File: config.mk
export PLATFORM = sky130hd
export DESIGN_NAME = dhcp_option_lookup_parser_top
export DESIGN_NICKNAME = d
export VERILOG_FILES = /design/src/sv/dolp_pkg.sv /design/src/sv/dolp_core.sv /design/src/sv/dolp_out_reg.sv /design/src/sv/dhcp_option_lookup_parser_top.sv
export SDC_FILE = /design/constraint.sdc
export NUM_CORES = 1
export LEC_CHECK = 0
export BUFFER_PORTS_ARGS = -buffer_cell sky130_fd_sc_hd__buf_2
export CORE_AREA = 2 2 128 130
export CTS_CLUSTER_SIZE = 28
export DETAILED_ROUTE_END_ITERATION = 10
export DIE_AREA = 0 0 130 132
export GPL_ROUTABILITY_DRIVEN = 1
export PLACE_DENSITY = 0.62
export SYNTH_ARGS = -nofsm -noshare
export SYNTH_HDL_FRONTEND = slang
export SYNTH_HIERARCHICAL = 1
export SYNTH_SLANG_ARGS = --single-unit
File: constraint.sdc
create_clock -name clk -period 3.65 [get_ports clk]
set_clock_uncertainty 0.2 [all_clocks]
set_input_delay 0.73 -clock clk [delete_from_list [all_inputs] [get_ports clk]]
set_output_delay 0.73 -clock clk [all_outputs]
set_load 0.02 [all_outputs]
File: src/sv/dolp_pkg.sv
`timescale 1ns / 1ps
// Shared types, codes and the option size rule for the DHCP option lookup parser.
// No dependencies.
package dolp_pkg;

    localparam int AREA_BYTES_DEFAULT = 312;

    // Configuration register indexes
    localparam logic [0:0] CFG_WANTED_CODE = 1'b0;
    localparam logic [0:0] CFG_COPY_LIMIT  = 1'b1;

    localparam logic [7:0] WANTED_CODE_RESET = 8'd53;
    localparam logic [7:0] COPY_LIMIT_RESET  = 8'd255;

    localparam logic [7:0] CODE_PAD = 8'h00;
    localparam logic [7:0] CODE_END = 8'hff;

    localparam int COOKIE_LAST = 3;

    // Verdict codes
    localparam logic [2:0] ST_SEARCH   = 3'd0;
    localparam logic [2:0] ST_OK       = 3'd1;
    localparam logic [2:0] ST_NOTFOUND = 3'd2;
    localparam logic [2:0] ST_BADSIZE  = 3'd3;
    localparam logic [2:0] ST_OVERRUN  = 3'd4;

    typedef enum logic [2:0] {
        PH_IDLE   = 3'd0,
        PH_COOKIE = 3'd1,
        PH_CODE   = 3'd2,
        PH_LEN    = 3'd3,
        PH_SKIP   = 3'd4,
        PH_VALUE  = 3'd5,
        PH_DONE   = 3'd6
    } phase_t;

    typedef struct packed {
        logic [2:0] status;
        logic [7:0] value_byte;
        logic       value_valid;
        logic       value_last;
        logic [7:0] option_length;
    } res_t;

    function automatic logic size_fits(input logic [7:0] code, input logic [7:0] len);
        logic ok;
        begin
            case (code)
                8'd53:   ok = (len == 8'd1);
                8'd15:   ok = (len != 8'd0);
                8'd1, 8'd28, 8'd51, 8'd54, 8'd58, 8'd59:
                         ok = (len == 8'd4);
                8'd3, 8'd6:
                         ok = (len != 8'd0) && (len[1:0] == 2'b00);
                default: ok = 1'b0;
            endcase
            return ok;
        end
    endfunction

endpackage

File: src/sv/dolp_core.sv
`timescale 1ns / 1ps
// Parse state, configuration registers and the per-word step logic.
// Depends on dolp_pkg.
module dolp_core #(
    parameter int AREA_BYTES = dolp_pkg::AREA_BYTES_DEFAULT
) (
    input  logic              clk,
    input  logic              rst_n,
    input  logic              cfg_wr_en,
    input  logic [0:0]        cfg_index,
    input  logic [7:0]        cfg_wdata,
    input  logic              fire,
    input  logic [7:0]        opt_byte,
    input  logic              start_req,
    input  logic              area_end,
    output dolp_pkg::res_t    res
);

    localparam int POS_W = $clog2(AREA_BYTES);
    localparam int SUM_W = ((POS_W > 8) ? POS_W : 8) + 1;
    localparam logic [POS_W-1:0] LAST_POS = POS_W'(AREA_BYTES - 1);
    localparam logic [POS_W-1:0] COOKIE_POS = POS_W'(dolp_pkg::COOKIE_LAST);

    logic [7:0]       wanted_code_reg;
    logic [7:0]       copy_limit_reg;
    dolp_pkg::phase_t phase_reg, phase_next;
    logic [POS_W-1:0] pos_reg, pos_next;
    logic [7:0]       rem_reg, rem_next;
    logic [7:0]       copied_reg, copied_next;
    logic             match_reg, match_next;
    logic [7:0]       flen_reg, flen_next;

    dolp_pkg::phase_t phase_e;
    logic [POS_W-1:0] pos_e;
    logic [7:0]       rem_e, copied_e, flen_e;
    logic             match_e;
    logic             active, at_end, is_term, hit, len_over, size_ok, copy_ok;
    logic [7:0]       rem_dec, copied_inc;
    logic [SUM_W-1:0] rec_end;
    logic [2:0]       step_status;

    // Start of a new area overrides whatever search was running
    assign phase_e  = start_req ? dolp_pkg::PH_COOKIE : phase_reg;
    assign pos_e    = start_req ? '0 : pos_reg;
    assign rem_e    = start_req ? 8'd0 : rem_reg;
    assign copied_e = start_req ? 8'd0 : copied_reg;
    assign match_e  = start_req ? 1'b0 : match_reg;
    assign flen_e   = start_req ? 8'd0 : flen_reg;

    assign active     = (phase_e != dolp_pkg::PH_IDLE) && (phase_e != dolp_pkg::PH_DONE);
    assign at_end     = area_end || (pos_e >= LAST_POS);
    assign is_term    = (opt_byte == dolp_pkg::CODE_PAD) || (opt_byte == dolp_pkg::CODE_END);
    assign hit        = (opt_byte == wanted_code_reg);
    assign rec_end    = SUM_W'(pos_e) + SUM_W'(opt_byte);
    assign len_over   = (rec_end > SUM_W'(AREA_BYTES - 1)) || (area_end && (opt_byte != 8'd0));
    assign size_ok    = dolp_pkg::size_fits(wanted_code_reg, opt_byte) && (opt_byte != 8'd0);
    assign rem_dec    = (rem_e != 8'd0) ? (rem_e - 8'd1) : 8'd0;
    assign copy_ok    = (copied_e < copy_limit_reg);
    assign copied_inc = copied_e + 8'd1;

    // Result of this word
    always_comb
    begin
        step_status = dolp_pkg::ST_SEARCH;
        res         = '0;
        case (phase_e)
            dolp_pkg::PH_COOKIE:
            begin
                if (at_end)
                    step_status = dolp_pkg::ST_NOTFOUND;
            end
            dolp_pkg::PH_CODE:
            begin
                if (is_term)
                    step_status = dolp_pkg::ST_NOTFOUND;
                else if (hit)
                    step_status = at_end ? dolp_pkg::ST_OVERRUN : dolp_pkg::ST_SEARCH;
                else if (at_end)
                    step_status = dolp_pkg::ST_NOTFOUND;
            end
            dolp_pkg::PH_LEN:
            begin
                if (match_e)
                begin
                    if (len_over)
                        step_status = dolp_pkg::ST_OVERRUN;
                    else if (!size_ok)
                        step_status = dolp_pkg::ST_BADSIZE;
                end
                else if (at_end)
                    step_status = dolp_pkg::ST_NOTFOUND;
            end
            dolp_pkg::PH_SKIP:
            begin
                if (at_end)
                    step_status = dolp_pkg::ST_NOTFOUND;
            end
            dolp_pkg::PH_VALUE:
            begin
                if ((rem_e > 8'd1) && at_end)
                    step_status = dolp_pkg::ST_OVERRUN;
                else
                begin
                    if (copy_ok)
                    begin
                        res.value_byte  = opt_byte;
                        res.value_valid = 1'b1;
                        res.value_last  = (rem_dec == 8'd0) || (copied_inc == copy_limit_reg);
                    end
                    if (rem_dec == 8'd0)
                        step_status = dolp_pkg::ST_OK;
                end
            end
            default:
            begin
                step_status = dolp_pkg::ST_SEARCH;
            end
        endcase
        res.status        = step_status;
        res.option_length = match_next ? flen_next : 8'd0;
        if (!active)
            res = '0;
    end

    // Next parse state
    always_comb
    begin
        phase_next  = phase_e;
        pos_next    = pos_e;
        rem_next    = rem_e;
        copied_next = copied_e;
        match_next  = match_e;
        flen_next   = flen_e;
        case (phase_e)
            dolp_pkg::PH_COOKIE:
            begin
                if (pos_e >= COOKIE_POS)
                    phase_next = dolp_pkg::PH_CODE;
            end
            dolp_pkg::PH_CODE:
            begin
                if (!is_term)
                begin
                    if (hit)
                        match_next = 1'b1;
                    if (!at_end)
                        phase_next = dolp_pkg::PH_LEN;
                end
            end
            dolp_pkg::PH_LEN:
            begin
                if (match_e)
                begin
                    flen_next = opt_byte;
                    if (!len_over && size_ok)
                    begin
                        rem_next    = opt_byte;
                        copied_next = 8'd0;
                        phase_next  = dolp_pkg::PH_VALUE;
                    end
                end
                else if (!at_end)
                begin
                    if (opt_byte == 8'd0)
                        phase_next = dolp_pkg::PH_CODE;
                    else
                    begin
                        rem_next   = opt_byte;
                        phase_next = dolp_pkg::PH_SKIP;
                    end
                end
            end
            dolp_pkg::PH_SKIP:
            begin
                rem_next = rem_dec;
                if (!at_end && (rem_dec == 8'd0))
                    phase_next = dolp_pkg::PH_CODE;
            end
            dolp_pkg::PH_VALUE:
            begin
                if (!((rem_e > 8'd1) && at_end))
                begin
                    rem_next = rem_dec;
                    if (copy_ok)
                        copied_next = copied_inc;
                end
            end
            default:
            begin
                phase_next = phase_e;
            end
        endcase
        if (active)
        begin
            if (step_status != dolp_pkg::ST_SEARCH)
                phase_next = dolp_pkg::PH_DONE;
            if (pos_e < LAST_POS)
                pos_next = pos_e + POS_W'(1);
        end
    end

    always_ff @(posedge clk or negedge rst_n)
    begin
        if (!rst_n)
        begin
            wanted_code_reg <= dolp_pkg::WANTED_CODE_RESET;
            copy_limit_reg  <= dolp_pkg::COPY_LIMIT_RESET;
        end
        else if (cfg_wr_en)
        begin
            case (cfg_index)
                dolp_pkg::CFG_WANTED_CODE: wanted_code_reg <= cfg_wdata;
                dolp_pkg::CFG_COPY_LIMIT:  copy_limit_reg  <= cfg_wdata;
                default:                   copy_limit_reg  <= copy_limit_reg;
            endcase
        end
    end

    always_ff @(posedge clk or negedge rst_n)
    begin
        if (!rst_n)
        begin
            phase_reg  <= dolp_pkg::PH_IDLE;
            pos_reg    <= '0;
            rem_reg    <= 8'd0;
            copied_reg <= 8'd0;
            match_reg  <= 1'b0;
            flen_reg   <= 8'd0;
        end
        else if (fire)
        begin
            phase_reg  <= phase_next;
            pos_reg    <= pos_next;
            rem_reg    <= rem_next;
            copied_reg <= copied_next;
            match_reg  <= match_next;
            flen_reg   <= flen_next;
        end
    end

    a_pos_in_area: assert property (@(posedge clk) disable iff (!rst_n)
        pos_reg <= LAST_POS)
        else $error("byte position past area");

    a_verdict_done: assert property (@(posedge clk) disable iff (!rst_n)
        fire && (step_status != dolp_pkg::ST_SEARCH) |=> phase_reg == dolp_pkg::PH_DONE)
        else $error("verdict did not close search");

    a_hold_after_done: assert property (@(posedge clk) disable iff (!rst_n)
        fire && !start_req && (phase_reg == dolp_pkg::PH_DONE) |=>
            phase_reg == dolp_pkg::PH_DONE)
        else $error("search resumed without start");

    a_value_only_ok: assert property (@(posedge clk) disable iff (!rst_n)
        res.value_valid |-> (res.status == dolp_pkg::ST_SEARCH) ||
            (res.status == dolp_pkg::ST_OK))
        else $error("value byte with failing verdict");

    a_ignored_zero: assert property (@(posedge clk) disable iff (!rst_n)
        !start_req && ((phase_reg == dolp_pkg::PH_IDLE) || (phase_reg == dolp_pkg::PH_DONE))
            |-> (res == '0))
        else $error("ignored byte gave nonzero result");

endmodule

File: src/sv/dolp_out_reg.sv
`timescale 1ns / 1ps
// Result register with handshake; takes a new word while the held one drains.
// Depends on dolp_pkg.
module dolp_out_reg (
    input  logic           clk,
    input  logic           rst_n,
    input  logic           load,
    input  dolp_pkg::res_t d,
    output logic           can_load,
    output logic           m_valid,
    input  logic           m_ready,
    output dolp_pkg::res_t q
);

    logic           valid_reg, valid_next;
    dolp_pkg::res_t data_reg;

    assign can_load   = !valid_reg || m_ready;
    assign valid_next = load ? 1'b1 : (m_ready ? 1'b0 : valid_reg);

    always_ff @(posedge clk or negedge rst_n)
    begin
        if (!rst_n)
            valid_reg <= 1'b0;
        else
            valid_reg <= valid_next;
    end

    always_ff @(posedge clk)
    begin
        if (load)
            data_reg <= d;
    end

    assign m_valid = valid_reg;
    assign q       = data_reg;

endmodule

File: src/sv/dhcp_option_lookup_parser_top.sv
`timescale 1ns / 1ps
// DHCP option lookup parser: walks an options area one byte per word and reports the
// wanted option's verdict, length and value bytes. Depends on dolp_pkg, dolp_core, dolp_out_reg.
//
// One byte per cycle, with one result word per input word, held in a result register;
// the parse state is registered and that result register decouples the output, so
// input is taken every cycle while the output side keeps up. The user must write configuration
// (wanted_code index 0, copy_limit index 1) only between areas; the block does not check it.
module dhcp_option_lookup_parser_top #(
    parameter int AREA_BYTES = dolp_pkg::AREA_BYTES_DEFAULT
) (
    input  logic        clk,
    input  logic        rst_n,
    input  logic        cfg_wr_en,
    input  logic [0:0]  cfg_index,
    input  logic [7:0]  cfg_wdata,
    input  logic        s_axis_tvalid,
    output logic        s_axis_tready,
    input  logic [7:0]  s_axis_tdata,   // [7:0] opt_byte
    input  logic [0:0]  s_axis_tuser,   // [0] start_req
    input  logic        s_axis_tlast,   // area_end
    output logic        m_axis_tvalid,
    input  logic        m_axis_tready,
    output logic [15:0] m_axis_tdata,   // [7:0] value_byte, [15:8] option_length
    output logic [3:0]  m_axis_tuser,   // [2:0] status, [3] value_valid
    output logic        m_axis_tlast    // value_last
);

    logic           fire;
    logic           can_load;
    dolp_pkg::res_t step_res;
    dolp_pkg::res_t out_res;

    assign s_axis_tready = can_load;
    assign fire          = s_axis_tvalid && can_load;

    dolp_core #(
        .AREA_BYTES(AREA_BYTES)
    ) u_core (
        .clk       (clk),
        .rst_n     (rst_n),
        .cfg_wr_en (cfg_wr_en),
        .cfg_index (cfg_index),
        .cfg_wdata (cfg_wdata),
        .fire      (fire),
        .opt_byte  (s_axis_tdata),
        .start_req (s_axis_tuser[0]),
        .area_end  (s_axis_tlast),
        .res       (step_res)
    );

    dolp_out_reg u_out (
        .clk      (clk),
        .rst_n    (rst_n),
        .load     (fire),
        .d        (step_res),
        .can_load (can_load),
        .m_valid  (m_axis_tvalid),
        .m_ready  (m_axis_tready),
        .q        (out_res)
    );

    assign m_axis_tdata = {out_res.option_length, out_res.value_byte};
    assign m_axis_tuser = {out_res.value_valid, out_res.status};
    assign m_axis_tlast = out_res.value_last;

endmodule
Word level (Yosys, flattened, before mapping)
Cells that the tools add are included.
Word-level totals
  output and inout bits: 23
  word-level logic and storage cells: 131
  bits of input ports: 24
  bits in registers: 75
Cells by class
  reduce and logical (&&, ||, !) cells: 32
  order comparisons: 6
  add/subtract/negate cells: 4
  mux-type cells: 50
  bitwise operators: 4
  equal/unequal tests: 21
Operators by type and width (number)
  8-bit two-way mux: 15
  3-bit two-way mux: 17
  8-bit by 6-bit == test with 1-bit output (second input constant): 5
  9-bit two-way mux: 3
  3-bit one-hot mux with 4 select lines: 2
  8-bit one-hot mux with 3 select lines: 1
  8-bit by 1-bit == test with 1-bit output (second input constant): 2
  8-bit by 3-bit == test with 1-bit output (second input constant): 2
  8-bit == test: 2
  8-bit logical NOT: 2
  8-bit one-hot mux with 2 select lines: 1
  8-bit nonzero test: 2
  9-bit by 8-bit adder with 10-bit output: 1
  10-bit by 9-bit > comparator with 1-bit output (second input constant): 1
  9-bit by 1-bit adder with 9-bit output (second input constant): 1
  9-bit by 2-bit >= comparator with 1-bit output (second input constant): 1
  9-bit >= comparator (second input constant): 1
  9-bit < comparator (second input constant): 1
  8-bit by 1-bit adder with 8-bit output (second input constant): 1
  8-bit by 2-bit == test with 1-bit output (second input constant): 1
  8-bit by 4-bit == test with 1-bit output (second input constant): 1
  8-bit by 5-bit == test with 1-bit output (second input constant): 1
  8-bit == test (second input constant): 1
  8-bit by 1-bit > comparator with 1-bit output (second input constant): 1
  21 further kinds: 51

Longest topological paths before layout
Gate-level depths: netlist of the first run.
  word-level depth: 11
  gate-level depth with buffers: 17
  gate-level depth less buffers: 13

By module
The synthesis of the first run kept the hierarchy.
By module, submodules not included
  dolp_core: times used 1, area each 4780.8 um^2, seq. area each 1341.3 um^2, cells each 595
  dolp_out_reg: times used 1, area each 678.2 um^2, seq. area each 655.6 um^2, cells each 24
  dhcp_option_lookup_parser_top: times used 1, area each 6.3 um^2, seq. area each 0.0 um^2, cells each 1

Worst setup path after synthesis of the first run
No wires, ideal clock.
  path type: input -> register
  from: input s_axis_tuser
  to: register u_core.rem_reg[7]
  slack: -0.840 ns
  setup time: 0.129 ns
  required time: 3.321 ns
  cell stages on the path: 17
  buffers on the path: 4
  arrival time: 4.161 ns
  cell sequence: buf_2 -> buf_1 -> clkbuf_1 -> clkbuf_1 -> nor2b_1 -> ha_1 -> ha_1 -> a21oi_1 -> a211oi_1 -> a211oi_2 -> nor2_1 -> or3_1 -> a2111oi_4 -> nor2_2 -> mux2i_1 -> a222oi_1 -> nor2_1
On the way
  longest elaborated chain between the ends: 9
  elaborated cells between the ends (all ways): 25
  classes of those cells: add/sub: 2; order compare: 3; eq/ne: 3; mux: 11; reduce/logical: 6
RTL lines
  from (decl): line dhcp_option_lookup_parser_top.sv:20  | input logic [0:0] s_axis_tuser,
  9-bit two-way mux: line dolp_core.sv:44  | assign pos_e = start_req ? '0 : pos_reg;
  9-bit by 8-bit adder with 10-bit output: line dolp_core.sv:54  | assign rec_end = SUM_W'(pos_e) + SUM_W'(opt_byte);
  10-bit by 9-bit > comparator with 1-bit output: line dolp_core.sv:55  | assign len_over = (rec_end > SUM_W'(AREA_BYTES - 1)) || (area_end && (opt_byte != 8'd0));
  1-bit logical OR: line dolp_core.sv:55
  1-bit logical NOT: line dolp_core.sv:155  | if (!len_over && size_ok)
  1-bit logical AND: line dolp_core.sv:155
  8-bit two-way mux: line dolp_core.sv:155
  8-bit two-way mux: line dolp_core.sv:152  | if (match_e)
  8-bit one-hot mux with 3 select lines (*): line dolp_core.sv:134  | case (phase_e)
  to (signal assigned): line dolp_core.sv:234  | rem_reg <= rem_next;
  to (decl): line dolp_core.sv:28  | logic [7:0] rem_reg, rem_next;
Mark *: on every way between the ends. The rest lies on a longest branch, timed or not.
A chain may end at the register's enable or synchronous reset.

Final worst setup path of the first run
  from: input s_axis_tuser
  to: register u_core.copied_reg[1]
On the way
  longest elaborated chain between the ends: 9
  elaborated cells between the ends (all ways): 23
  classes of those cells: add/sub: 2; order compare: 4; eq/ne: 2; mux: 10; reduce/logical: 5
RTL lines
  9-bit two-way mux: line dolp_core.sv:44
  9-bit by 8-bit adder with 10-bit output: line dolp_core.sv:54
  10-bit by 9-bit > comparator with 1-bit output: line dolp_core.sv:55
  1-bit logical OR: line dolp_core.sv:55
  1-bit logical NOT: line dolp_core.sv:155
  1-bit logical AND: line dolp_core.sv:155
  8-bit two-way mux: line dolp_core.sv:155
  8-bit two-way mux: line dolp_core.sv:152
  8-bit one-hot mux with 2 select lines (*): line dolp_core.sv:134
  to (signal assigned): line dolp_core.sv:235  | copied_reg <= copied_next;
  to (decl): line dolp_core.sv:29  | logic [7:0] copied_reg, copied_next;
Marks and branches as above.

==> impl_metrics.env, run 1 <==
export IMPL_synth_warnings=6
export IMPL_crit_chain="buf_2 > buf_4 > buf_4 > nor2b_1 > ha_1 > nor2b_1 > o21a_1 > o21a_1 > o21a_1 > o21ai_0 > a21oi_1 > nor3_2 > buf_4 > o221ai_2 > a32o_1"
export IMPL_dp_hpwl_mm=12.4
export IMPL_row_count=46
export IMPL_clk_latency_ns=0.34
export IMPL_synth_seq_cells=75
export IMPL_max_stage_delay_ns=0.29
export IMPL_dpl_cell_count=906
export IMPL_fmax_ghz=0.291
export IMPL_clkSlewWorstSetupHoldPaths_ns=0.06
export IMPL_relSlewSlack_pct=50.9
export IMPL_grt_use_total_pct=20.0
export IMPL_placed_cell_area_mm2=0.00632
export IMPL_die_w_um=130
export IMPL_grt_max_degree=53
export IMPL_synth_edf_count=21
export IMPL_period_needed_ns=3.44
export IMPL_vias=5174
export IMPL_cts_root_buf="clkbuf_16"
export IMPL_dr_pass1_iters=5
export IMPL_ant_nets=0
export IMPL_initial_core_util_pct=34.8
export IMPL_syn_nets=659
export IMPL_rsz0062_at_grt="no"
export IMPL_layout_commonest_cell="buf_4"
export IMPL_tns_ns=0
export IMPL_drc=0
export IMPL_drive_above_1_share_pct=27.1
export IMPL_cts_sinks=75
export IMPL_power_density_mw_per_mm2=468
export IMPL_dr_wl_met2_mm=7.59
export IMPL_post_cts_buffers=0
export IMPL_min_period_over_period_pct=94.2
export IMPL_cts_tree="yes"
export IMPL_required_ns=3.68
export IMPL_post_synth_num_cell_types=85
export IMPL_yosysSeqAreaShare_pct=36.5
export IMPL_crit_fanout=13
export IMPL_cp_arrival_ns=3.47
export IMPL_synth_area_mm2=0.00547
export IMPL_fp_dieArea_mm2=0.0172
export IMPL_r2r_end="u_core/copied_reg[7]"
export IMPL_setup_ws_ns=0.211
export IMPL_grt_pass1_vias=5088
export IMPL_wl_met3_mm=1.08
export IMPL_hold_violations=0
export IMPL_vias_per_cell=5.61
export IMPL_drv_cap=0
export IMPL_grt_pass1_wl_mm=27.1
export IMPL_tightest_slew_ns=0.727
export IMPL_hold_path_class="in2async"
export IMPL_cts_buffers=9
export IMPL_maxUsedRoutingLayer="met4"
export IMPL_synth_top_flop_cell="dfrtp_1"
export IMPL_final_nets=740
export IMPL_drtIter0Drc=480
export IMPL_syn_area_per_cell_um2=8.81
export IMPL_dpl_worst_slack_ns=-0.113
export IMPL_fin_cells=922
export IMPL_ios=47
export IMPL_drv_slew=0
export IMPL_gp_congestion=0.977
export IMPL_r2r_cells=12
export IMPL_path_class="in2reg"
export IMPL_die_y_um=132
export IMPL_htreeDepth=3
export IMPL_timing_hold_ws_ns=0.115
export IMPL_p_leak_nw=2.75
export IMPL_irDropWorstVdd_v=0.000240
export IMPL_cp_start_kind="input pin"
export IMPL_r2r_start="u_core/pos_reg[0]"
export IMPL_synthCells=620
export IMPL_port_buffers=46
export IMPL_r2r_setup_slack_ns=0.27
export IMPL_setup_viol=0
export IMPL_cts_buffer_depth=2
export IMPL_wl_mm=16.6
export IMPL_wl_met1_mm=7.55
export IMPL_fill_cells=1528
export IMPL_cp_slowest_cell="ha_1"
export IMPL_crit_path_end_kind="flop"
export IMPL_antenna_found_initial=0
export IMPL_wl_per_cell_um=18.0
export IMPL_mostFrequentLayoutCells="buf_4 (64), nor2_1 (57), nand2_1 (54)"
export IMPL_outcome="finished clean"
export IMPL_largest_reg_flops=21
export IMPL_core_mm2=0.0157
export IMPL_fin_area_mm2=0.00663
export IMPL_async_reset_ff_share_pct=72.0
export IMPL_num_antenna_cells=0
export IMPL_overflow=0
export IMPL_areaGrowthSynthToFinish_pct=21.3
-- cell type report --
cell class / count / area, µm² / area share, %
clock buffers: 11 / 243 / 3.66
clock inverters: 5 / 52.6 / 0.793
inverters: 26 / 97.6 / 1.47
multi-input cells: 479 / 3260 / 49.1
flip-flops and latches: 75 / 2000 / 30.1
well taps: 216 / 270 / 4.08
repair buffers: 110 / 711 / 10.7
-- logic make-up (layout without fill, tap and decap cells) --
logic type               count (synthesis)  count (layout)  synth area share [%]
multiplexers                            24              24                  4.76
XOR/XNOR                                29              29                  4.65
buffers and inverters                   66             152                  4.88
flip-flops                              75              75                  36.5
AND/OR/NAND/NOR                        230             230                  21.8
adder cells (fa/ha/maj)                 15              15                  3.43
AO/OA/AOI/OAI                          181             181                  23.9
-- repair_timing --
action | in CTS | in global routing
hold buffers | 0 | 0
resized for setup | 0 | 1
endpoints found under the setup margin | 0 | 2
-- stage by stage --
step / utilization [%] / power (mW)
floorplan: - / 1.84
detailed placement: 40.3 / 2.20
CTS: 42.1 / 3.10
global placement: 40.3 / 2.17
global route: 42.2 / 3.28
finish: 42.2 / 3.10
-- critical path, delay by kind of cell --
family / cells / cell delay [ns]
compound gates: 7 / 1.23
fa+ha+maj: 1 / 0.29
buf+inv: 4 / 0.65
simple gates: 3 / 0.57
-- how the worst max path moves through the flow --
stage          cells past startpoint    startpoint  slack (ns)                    to
6_report                          15  s_axis_tuser        0.21  u_core/copied_reg[1]
5_1_grt                           15  s_axis_tuser        0.04  u_core/copied_reg[6]
4_1_cts                           15  s_axis_tuser        0.23  u_core/copied_reg[6]
3_5_place_dp                      14  s_axis_tuser       -0.11     u_core/rem_reg[3]
3_3_place_gp                      15  s_axis_tuser       -0.09            u_out/q[8]
2_1_floorplan                     16  s_axis_tuser       -0.18     u_core/rem_reg[7]
-- routing by layer --
metal / track usage [%] / vias up
met4: 6.81 / 0
met3: 3.73 / 34
met2: 31.2 / 206
met5: 0 / -
met1: 27.7 / 2489
li1: - / 2445
-- Yosys cell counts (all sizes together), types with 5 or more instances --
cell type | instances | area (µm²)
a211oi | 5 | 47.5
a21o | 8 | 60.1
a21oi | 46 | 230
a22o | 9 | 78.8
and2 | 11 | 68.8
and3 | 5 | 31.3
buf | 17 | 82.6
clkbuf | 23 | 86.3
dfrtp | 42 | 1050
dfstp | 12 | 315
edfxtp | 21 | 631
ha | 15 | 188
inv | 26 | 97.6
mux2 | 16 | 180
mux2i | 8 | 80.1
nand2 | 54 | 203
nand2b | 6 | 47.5
nand3 | 29 | 150
nand4 | 9 | 56.3
nor2 | 59 | 231
nor2b | 15 | 93.8
nor3 | 11 | 60.1
nor4 | 6 | 37.5
o211ai | 13 | 113
o21a | 6 | 45.0
o21ai | 34 | 170
o221ai | 5 | 43.8
o2bb2ai | 5 | 43.8
or2 | 6 | 37.5
or3 | 5 | 31.3
xnor2 | 24 | 210
xor2 | 5 | 43.8
-- power by group --
part / leakage (nW) / switching, mW / internal, mW
registers: 0.885 / 0.163 / 0.984
clock network: 0.147 / 0.347 / 0.544
logic: 1.72 / 0.602 / 0.462
Note: power is estimated with default switching activity, not from simulation.
==> run 2: changes to the inputs <==
Settings changed: CORE_AREA 2 2 128 130 to 2 2 114 116, DIE_AREA 0 0 130 132 to 0 0 116 118, PLACE_DENSITY 0.62 to 0.73.
==> impl_metrics.env, run 2 (synthesized netlist as in run 1, its figures left out) <==
export IMPL_crit_fanout=7
export IMPL_combPwrFrac_pct=33.3
export IMPL_drv_cap=0
export IMPL_vias=5261
export IMPL_fin_cells=864
export IMPL_grt_use_total_pct=24.2
export IMPL_die_w_um=116
export IMPL_mostFrequentLayoutCells="nor2_1 (57), nand2_1 (54), buf_4 (49)"
export IMPL_final_nets=726
export IMPL_fill_cells=1172
export IMPL_p_int_mw=1.96
export IMPL_r2r_start="u_core/pos_reg[0]"
export IMPL_rsz0062_at_grt="no"
export IMPL_fp_dieArea_mm2=0.0137
export IMPL_dp_hpwl_mm=11.6
export IMPL_cts_sinks=75
export IMPL_initial_core_util_pct=44.0
export IMPL_required_ns=3.68
export IMPL_cts_tree="yes"
export IMPL_htreeDepth=3
export IMPL_utilization_pct=52.2
export IMPL_swShare_pct=36.3
export IMPL_post_cts_buffers=0
export IMPL_row_count=41
export IMPL_relSlewSlack_pct=25.7
export IMPL_dr_pass1_iters=6
export IMPL_cp_start_kind="input pin"
export IMPL_hold_violations=0
export IMPL_irDropWorstVdd_v=0.000240
export IMPL_clkSlewWorstSetupHoldPaths_ns=0.06
export IMPL_setup_viol=0
export IMPL_cts_resized=0
export IMPL_port_buffers=46
export IMPL_r2r_end="u_core/rem_reg[7]"
export IMPL_gp_congestion=0.922
export IMPL_dpl_cell_count=848
export IMPL_drtIter0Drc=555
export IMPL_crit_path_end_kind="flop"
export IMPL_pwr_share_seq_pct=37.8
export IMPL_period_needed_ns=3.44
export IMPL_grt_pass1_wl_mm=26.1
export IMPL_drv_slew=0
export IMPL_p_sw_mw=1.12
export IMPL_wl_per_cell_um=18.4
export IMPL_r2r_setup_slack_ns=0.25
export IMPL_clk_latency_ns=0.35
export IMPL_grt_max_degree=53
export IMPL_antenna_found_initial=0
export IMPL_largest_reg_flops=21
export IMPL_tightest_slew_ns=1.12
export IMPL_num_antenna_cells=0
export IMPL_vias_per_cell=6.09
export IMPL_die_y_um=118
export IMPL_cts_buffer_depth=2
export IMPL_r2r_cells=13
export IMPL_cp_arrival_ns=3.47
export IMPL_hold_buffers=0
export IMPL_hold_path_class="reg2reg"
export IMPL_p_leak_nw=2.67
export IMPL_dpl_worst_slack_ns=-0.167
export IMPL_cts_root_buf="clkbuf_16"
export IMPL_drive_above_1_share_pct=25.6
export IMPL_fmax_ghz=0.290
export IMPL_path_class="in2reg"
export IMPL_wl_mm=15.9
export IMPL_areaGrowthSynthToFinish_pct=18.5
export IMPL_cts_buffers=9
export IMPL_min_period_over_period_pct=94.3
export IMPL_drc=0
export IMPL_crit_end="u_core/rem_reg[7]"
export IMPL_outcome="finished clean"
export IMPL_power_density_mw_per_mm2=474
export IMPL_power_total_mw=3.07
export IMPL_overflow=0
export IMPL_layout_commonest_cell="nor2_1"
export IMPL_clockPowerShare_pct=28.9
export IMPL_ios=47
export IMPL_grt_pass1_vias=5230
export IMPL_setup_ws_ns=0.206
export IMPL_ant_nets=0
export IMPL_cp_startpoint="s_axis_tuser"
export IMPL_core_mm2=0.0124
==> run 2: changes by cell type in the layout (fill, tap and decap cells not counted), sizes merged <==
cell      before  now
buf          110   96
clkbuf        11    9
clkinv         4    5
clkinvlp       0    1
==> run 2: worst min path at each step <==
| stage | slack (ns) | cells after the start | start | end |
|---|---|---|---|---|
| floorplan | 0.23 | 0 | rst_n | u_core/copied_reg[0] |
| global placement | 0.27 | 1 | u_core/copied_reg[0] | u_core/copied_reg[0] |
| detailed placement | 0.29 | 1 | u_core/copied_reg[7] | u_core/copied_reg[7] |
| CTS | 0.30 | 1 | u_core/copied_reg[7] | u_core/copied_reg[7] |
| global route | 0.33 | 1 | u_core/flen_reg[2] | u_core/flen_reg[2] |
| finish | 0.30 | 1 | u_core/copied_reg[7] | u_core/copied_reg[7] |
==> run 2: layer usage <==
metal | routed length (µm) | share of wire [%] | track usage, % | vias up
met3 | 1080 | 6.8 | 5.36 | 47
met4 | 546 | 3.4 | 10.4 | 0
met1 | 6810 | 43 | 32.0 | 2545
met5 | 0 | 0 | 0 | -
met2 | 7460 | 47 | 37.9 | 238
li1 | - | - | - | 2431
==> run 2: final cells by class <==
type | count | area, µm² | area share (%)
clock buffer | 9 | 225 | 3.48
inverter | 26 | 97.6 | 1.51
multi-input combinational | 479 | 3250 | 50.3
timing repair buffer | 96 | 618 | 9.54
clock inverter | 7 | 68.8 | 1.06
sequential | 75 | 2000 | 30.8
tap | 172 | 215 | 3.32
==> run 2: metrics by stage <==
step	cell area (µm²)	setup TNS (ns)	hold slack, ns
2_1_floorplan	5550	-0.872	0.234
3_3_place_gp	6180	-0.0528	0.271
6_report	6480	0	0.300
5_1_grt	6480	0	0.328
4_1_cts	6470	0	0.302
3_5_place_dp	6180	-1.16	0.288
==> run 2: worst max-delay path: stages <==
cell	delay (ns)
buf_2	0.12
nand2b_1	0.16
xnor2_1	0.18
ha_4	0.19
a21oi_2	0.11
a211oi_2	0.07
a211oi_2	0.29
nor2_1	0.12
or3_4	0.41
a2111oi_4	0.48
nor2_4	0.12
mux2i_1	0.14
a222oi_1	0.28
nor2_1	0.09
==> run 2: power by group through the flow <==
| stage | sequential, mW | clock, mW | combinational, mW |
|---|---|---|---|
| after floorplan | 1.08 | 0 | 0.757 |
| after detailed placement | 1.17 | 0 | 1.01 |
| final | 1.16 | 0.889 | 1.02 |
| after CTS | 1.15 | 0.905 | 1.01 |
| after global placement | 1.16 | 0 | 0.982 |
| after global routing | 1.18 | 0.935 | 1.13 |
==> run 3: changes to the inputs <==
Settings changed: CTS_BUF_LIST set to sky130_fd_sc_hd__clkbuf_4.
==> impl_metrics.env, run 3 (synthesized netlist as in run 1, its figures left out) <==
export IMPL_clk_latency_ns=0.47
export IMPL_num_antenna_cells=0
export IMPL_hold_violations=0
export IMPL_drive_above_1_share_pct=25.6
export IMPL_crit_fanout=7
export IMPL_cts_buffer_depth=2
export IMPL_dr_pass1_iters=9
export IMPL_clkSlewWorstSetupHoldPaths_ns=0.13
export IMPL_mostFrequentLayoutCells="nor2_1 (57), nand2_1 (54), buf_4 (49)"
export IMPL_outcome="finished clean"
export IMPL_wl_mm=15.9
export IMPL_post_cts_buffers=0
export IMPL_grt_use_total_pct=24.1
export IMPL_relSlewSlack_pct=25.3
export IMPL_clockPowerShare_pct=19.4
export IMPL_p_leak_nw=2.60
export IMPL_vias=5267
export IMPL_vias_per_cell=6.10
export IMPL_r2r_cells=13
export IMPL_wl_per_cell_um=18.4
export IMPL_pwr_share_seq_pct=42.9
export IMPL_crit_path_end_kind="flop"
export IMPL_swShare_pct=39.6
export IMPL_cts_root_buf="clkbuf_4"
export IMPL_grt_max_degree=53
export IMPL_cts_resized=0
export IMPL_core_mm2=0.0124
export IMPL_setup_viol=0
export IMPL_cts_sinks=75
export IMPL_max_stage_delay_ns=0.48
export IMPL_initial_core_util_pct=44.0
export IMPL_p_int_mw=1.63
export IMPL_crit_chain="nor2b_1 > ha_2 > ha_4 > a21oi_2 > a211oi_2 > a211oi_2 > nor2_1 > or3_4 > a2111oi_4 > nor2_2 > mux2i_1 > a222oi_1 > nor2_1"
export IMPL_die_y_um=118
export IMPL_min_period_over_period_pct=92.9
export IMPL_tightest_slew_ns=1.12
export IMPL_ant_nets=0
export IMPL_antenna_found_initial=0
export IMPL_required_ns=3.80
export IMPL_placed_cell_area_mm2=0.00618
export IMPL_power_total_mw=2.70
export IMPL_row_count=41
export IMPL_largest_reg_flops=21
export IMPL_cp_arrival_ns=3.54
export IMPL_irDropWorstVdd_v=0.000205
export IMPL_fmax_ghz=0.295
export IMPL_p_sw_mw=1.07
export IMPL_hold_path_class="in2async"
export IMPL_htreeDepth=3
export IMPL_cts_buffers=9
export IMPL_period_needed_ns=3.39
export IMPL_gp_congestion=0.922
export IMPL_drtIter0Drc=612
export IMPL_layout_commonest_cell="nor2_1"
export IMPL_cp_slowest_cell="dfrtp_1"
export IMPL_areaGrowthSynthToFinish_pct=15.5
export IMPL_hold_buffers=0
export IMPL_power_density_mw_per_mm2=428
export IMPL_rsz0062_at_grt="no"
export IMPL_cp_start_kind="flop"
export IMPL_dp_hpwl_mm=11.6
export IMPL_grt_pass1_wl_mm=26.0
export IMPL_drv_cap=0
export IMPL_path_class="reg2reg"
export IMPL_port_buffers=46
export IMPL_drv_slew=0
export IMPL_drc=0
export IMPL_grt_pass1_vias=5245
export IMPL_final_nets=726
export IMPL_fp_dieArea_mm2=0.0137
export IMPL_ios=47
export IMPL_combPwrFrac_pct=37.8
export IMPL_fin_area_mm2=0.00631
export IMPL_cts_tree="yes"
export IMPL_die_w_um=116
export IMPL_overflow=0
## run 3: cell counts in the layout (fill, tap and decap cells not counted)
Identical to the previous run, type by type.
## run 3: layout make-up
class	instances	area [µm²]
Timing Repair Buffer	96	618
Clock inverter	7	68.8
Sequential cell	75	2000
Inverter	26	97.6
Tap cell	172	215
Fill cell	1197	6100
Multi-Input combinational cell	479	3250
Clock buffer	9	67.6
## run 3: worst paths after layout
check                                            endpoint  slack, ns                  from
worst max register to register          u_core/rem_reg[7]       0.26     u_core/pos_reg[0]
worst min register to register       u_core/copied_reg[7]       0.32  u_core/copied_reg[7]
max in group asynchronous       u_core/wanted_code_reg[5]       2.19                 rst_n
worst min-delay path                    u_core/rem_reg[3]       0.26                 rst_n
worst max-delay path                    u_core/rem_reg[7]       0.26     u_core/pos_reg[0]
min in group clk                u_core/wanted_code_reg[2]       0.29          cfg_wdata[2]
## run 3: through the flow
stage / worst slack (ns) / TNS, ns / hold WS, ns / util [%] / instances
detailed placement: -0.167 / -1.16 / 0.288 / 49.8 / 848
floorplan: -0.176 / -0.872 / 0.234 / - / 620
global placement: -0.0413 / -0.0528 / 0.271 / 49.8 / 848
finish: 0.261 / 0 / 0.261 / 50.9 / 864
CTS: 0.288 / 0 / 0.255 / 50.9 / 864
global route: 0.0799 / 0 / 0.262 / 50.9 / 864
## run 3: critical path, delay by kind of cell (launching register included)
| family | cells | cell delay (ns) |
|---|---|---|
| muxes | 1 | 0.15 |
| AOI/OAI and AO/OA | 5 | 1.14 |
| DFF | 1 | 0.48 |
| adders and majority gates | 2 | 0.37 |
| and+or+nand+nor | 5 | 0.95 |
## run 3: per-layer routing
metal / GRT usage, % / wire [µm] / vias to the layer above
met5: 0 / 0 / -
met4: 10.4 / 503 / 0
met3: 5.05 / 956 / 48
met2: 38.2 / 7510 / 228
met1: 31.7 / 6910 / 2561
li1: - / - / 2430
## run 3: power groups by stage
stage          combinational, mW  sequential [mW]  clock (mW)
3_3_place_gp               0.982             1.16           0
3_5_place_dp                1.01             1.17           0
4_1_cts                     1.01             1.15       0.541
2_1_floorplan              0.757             1.08           0
5_1_grt                     1.13             1.18       0.572
6_report                    1.02             1.16       0.524
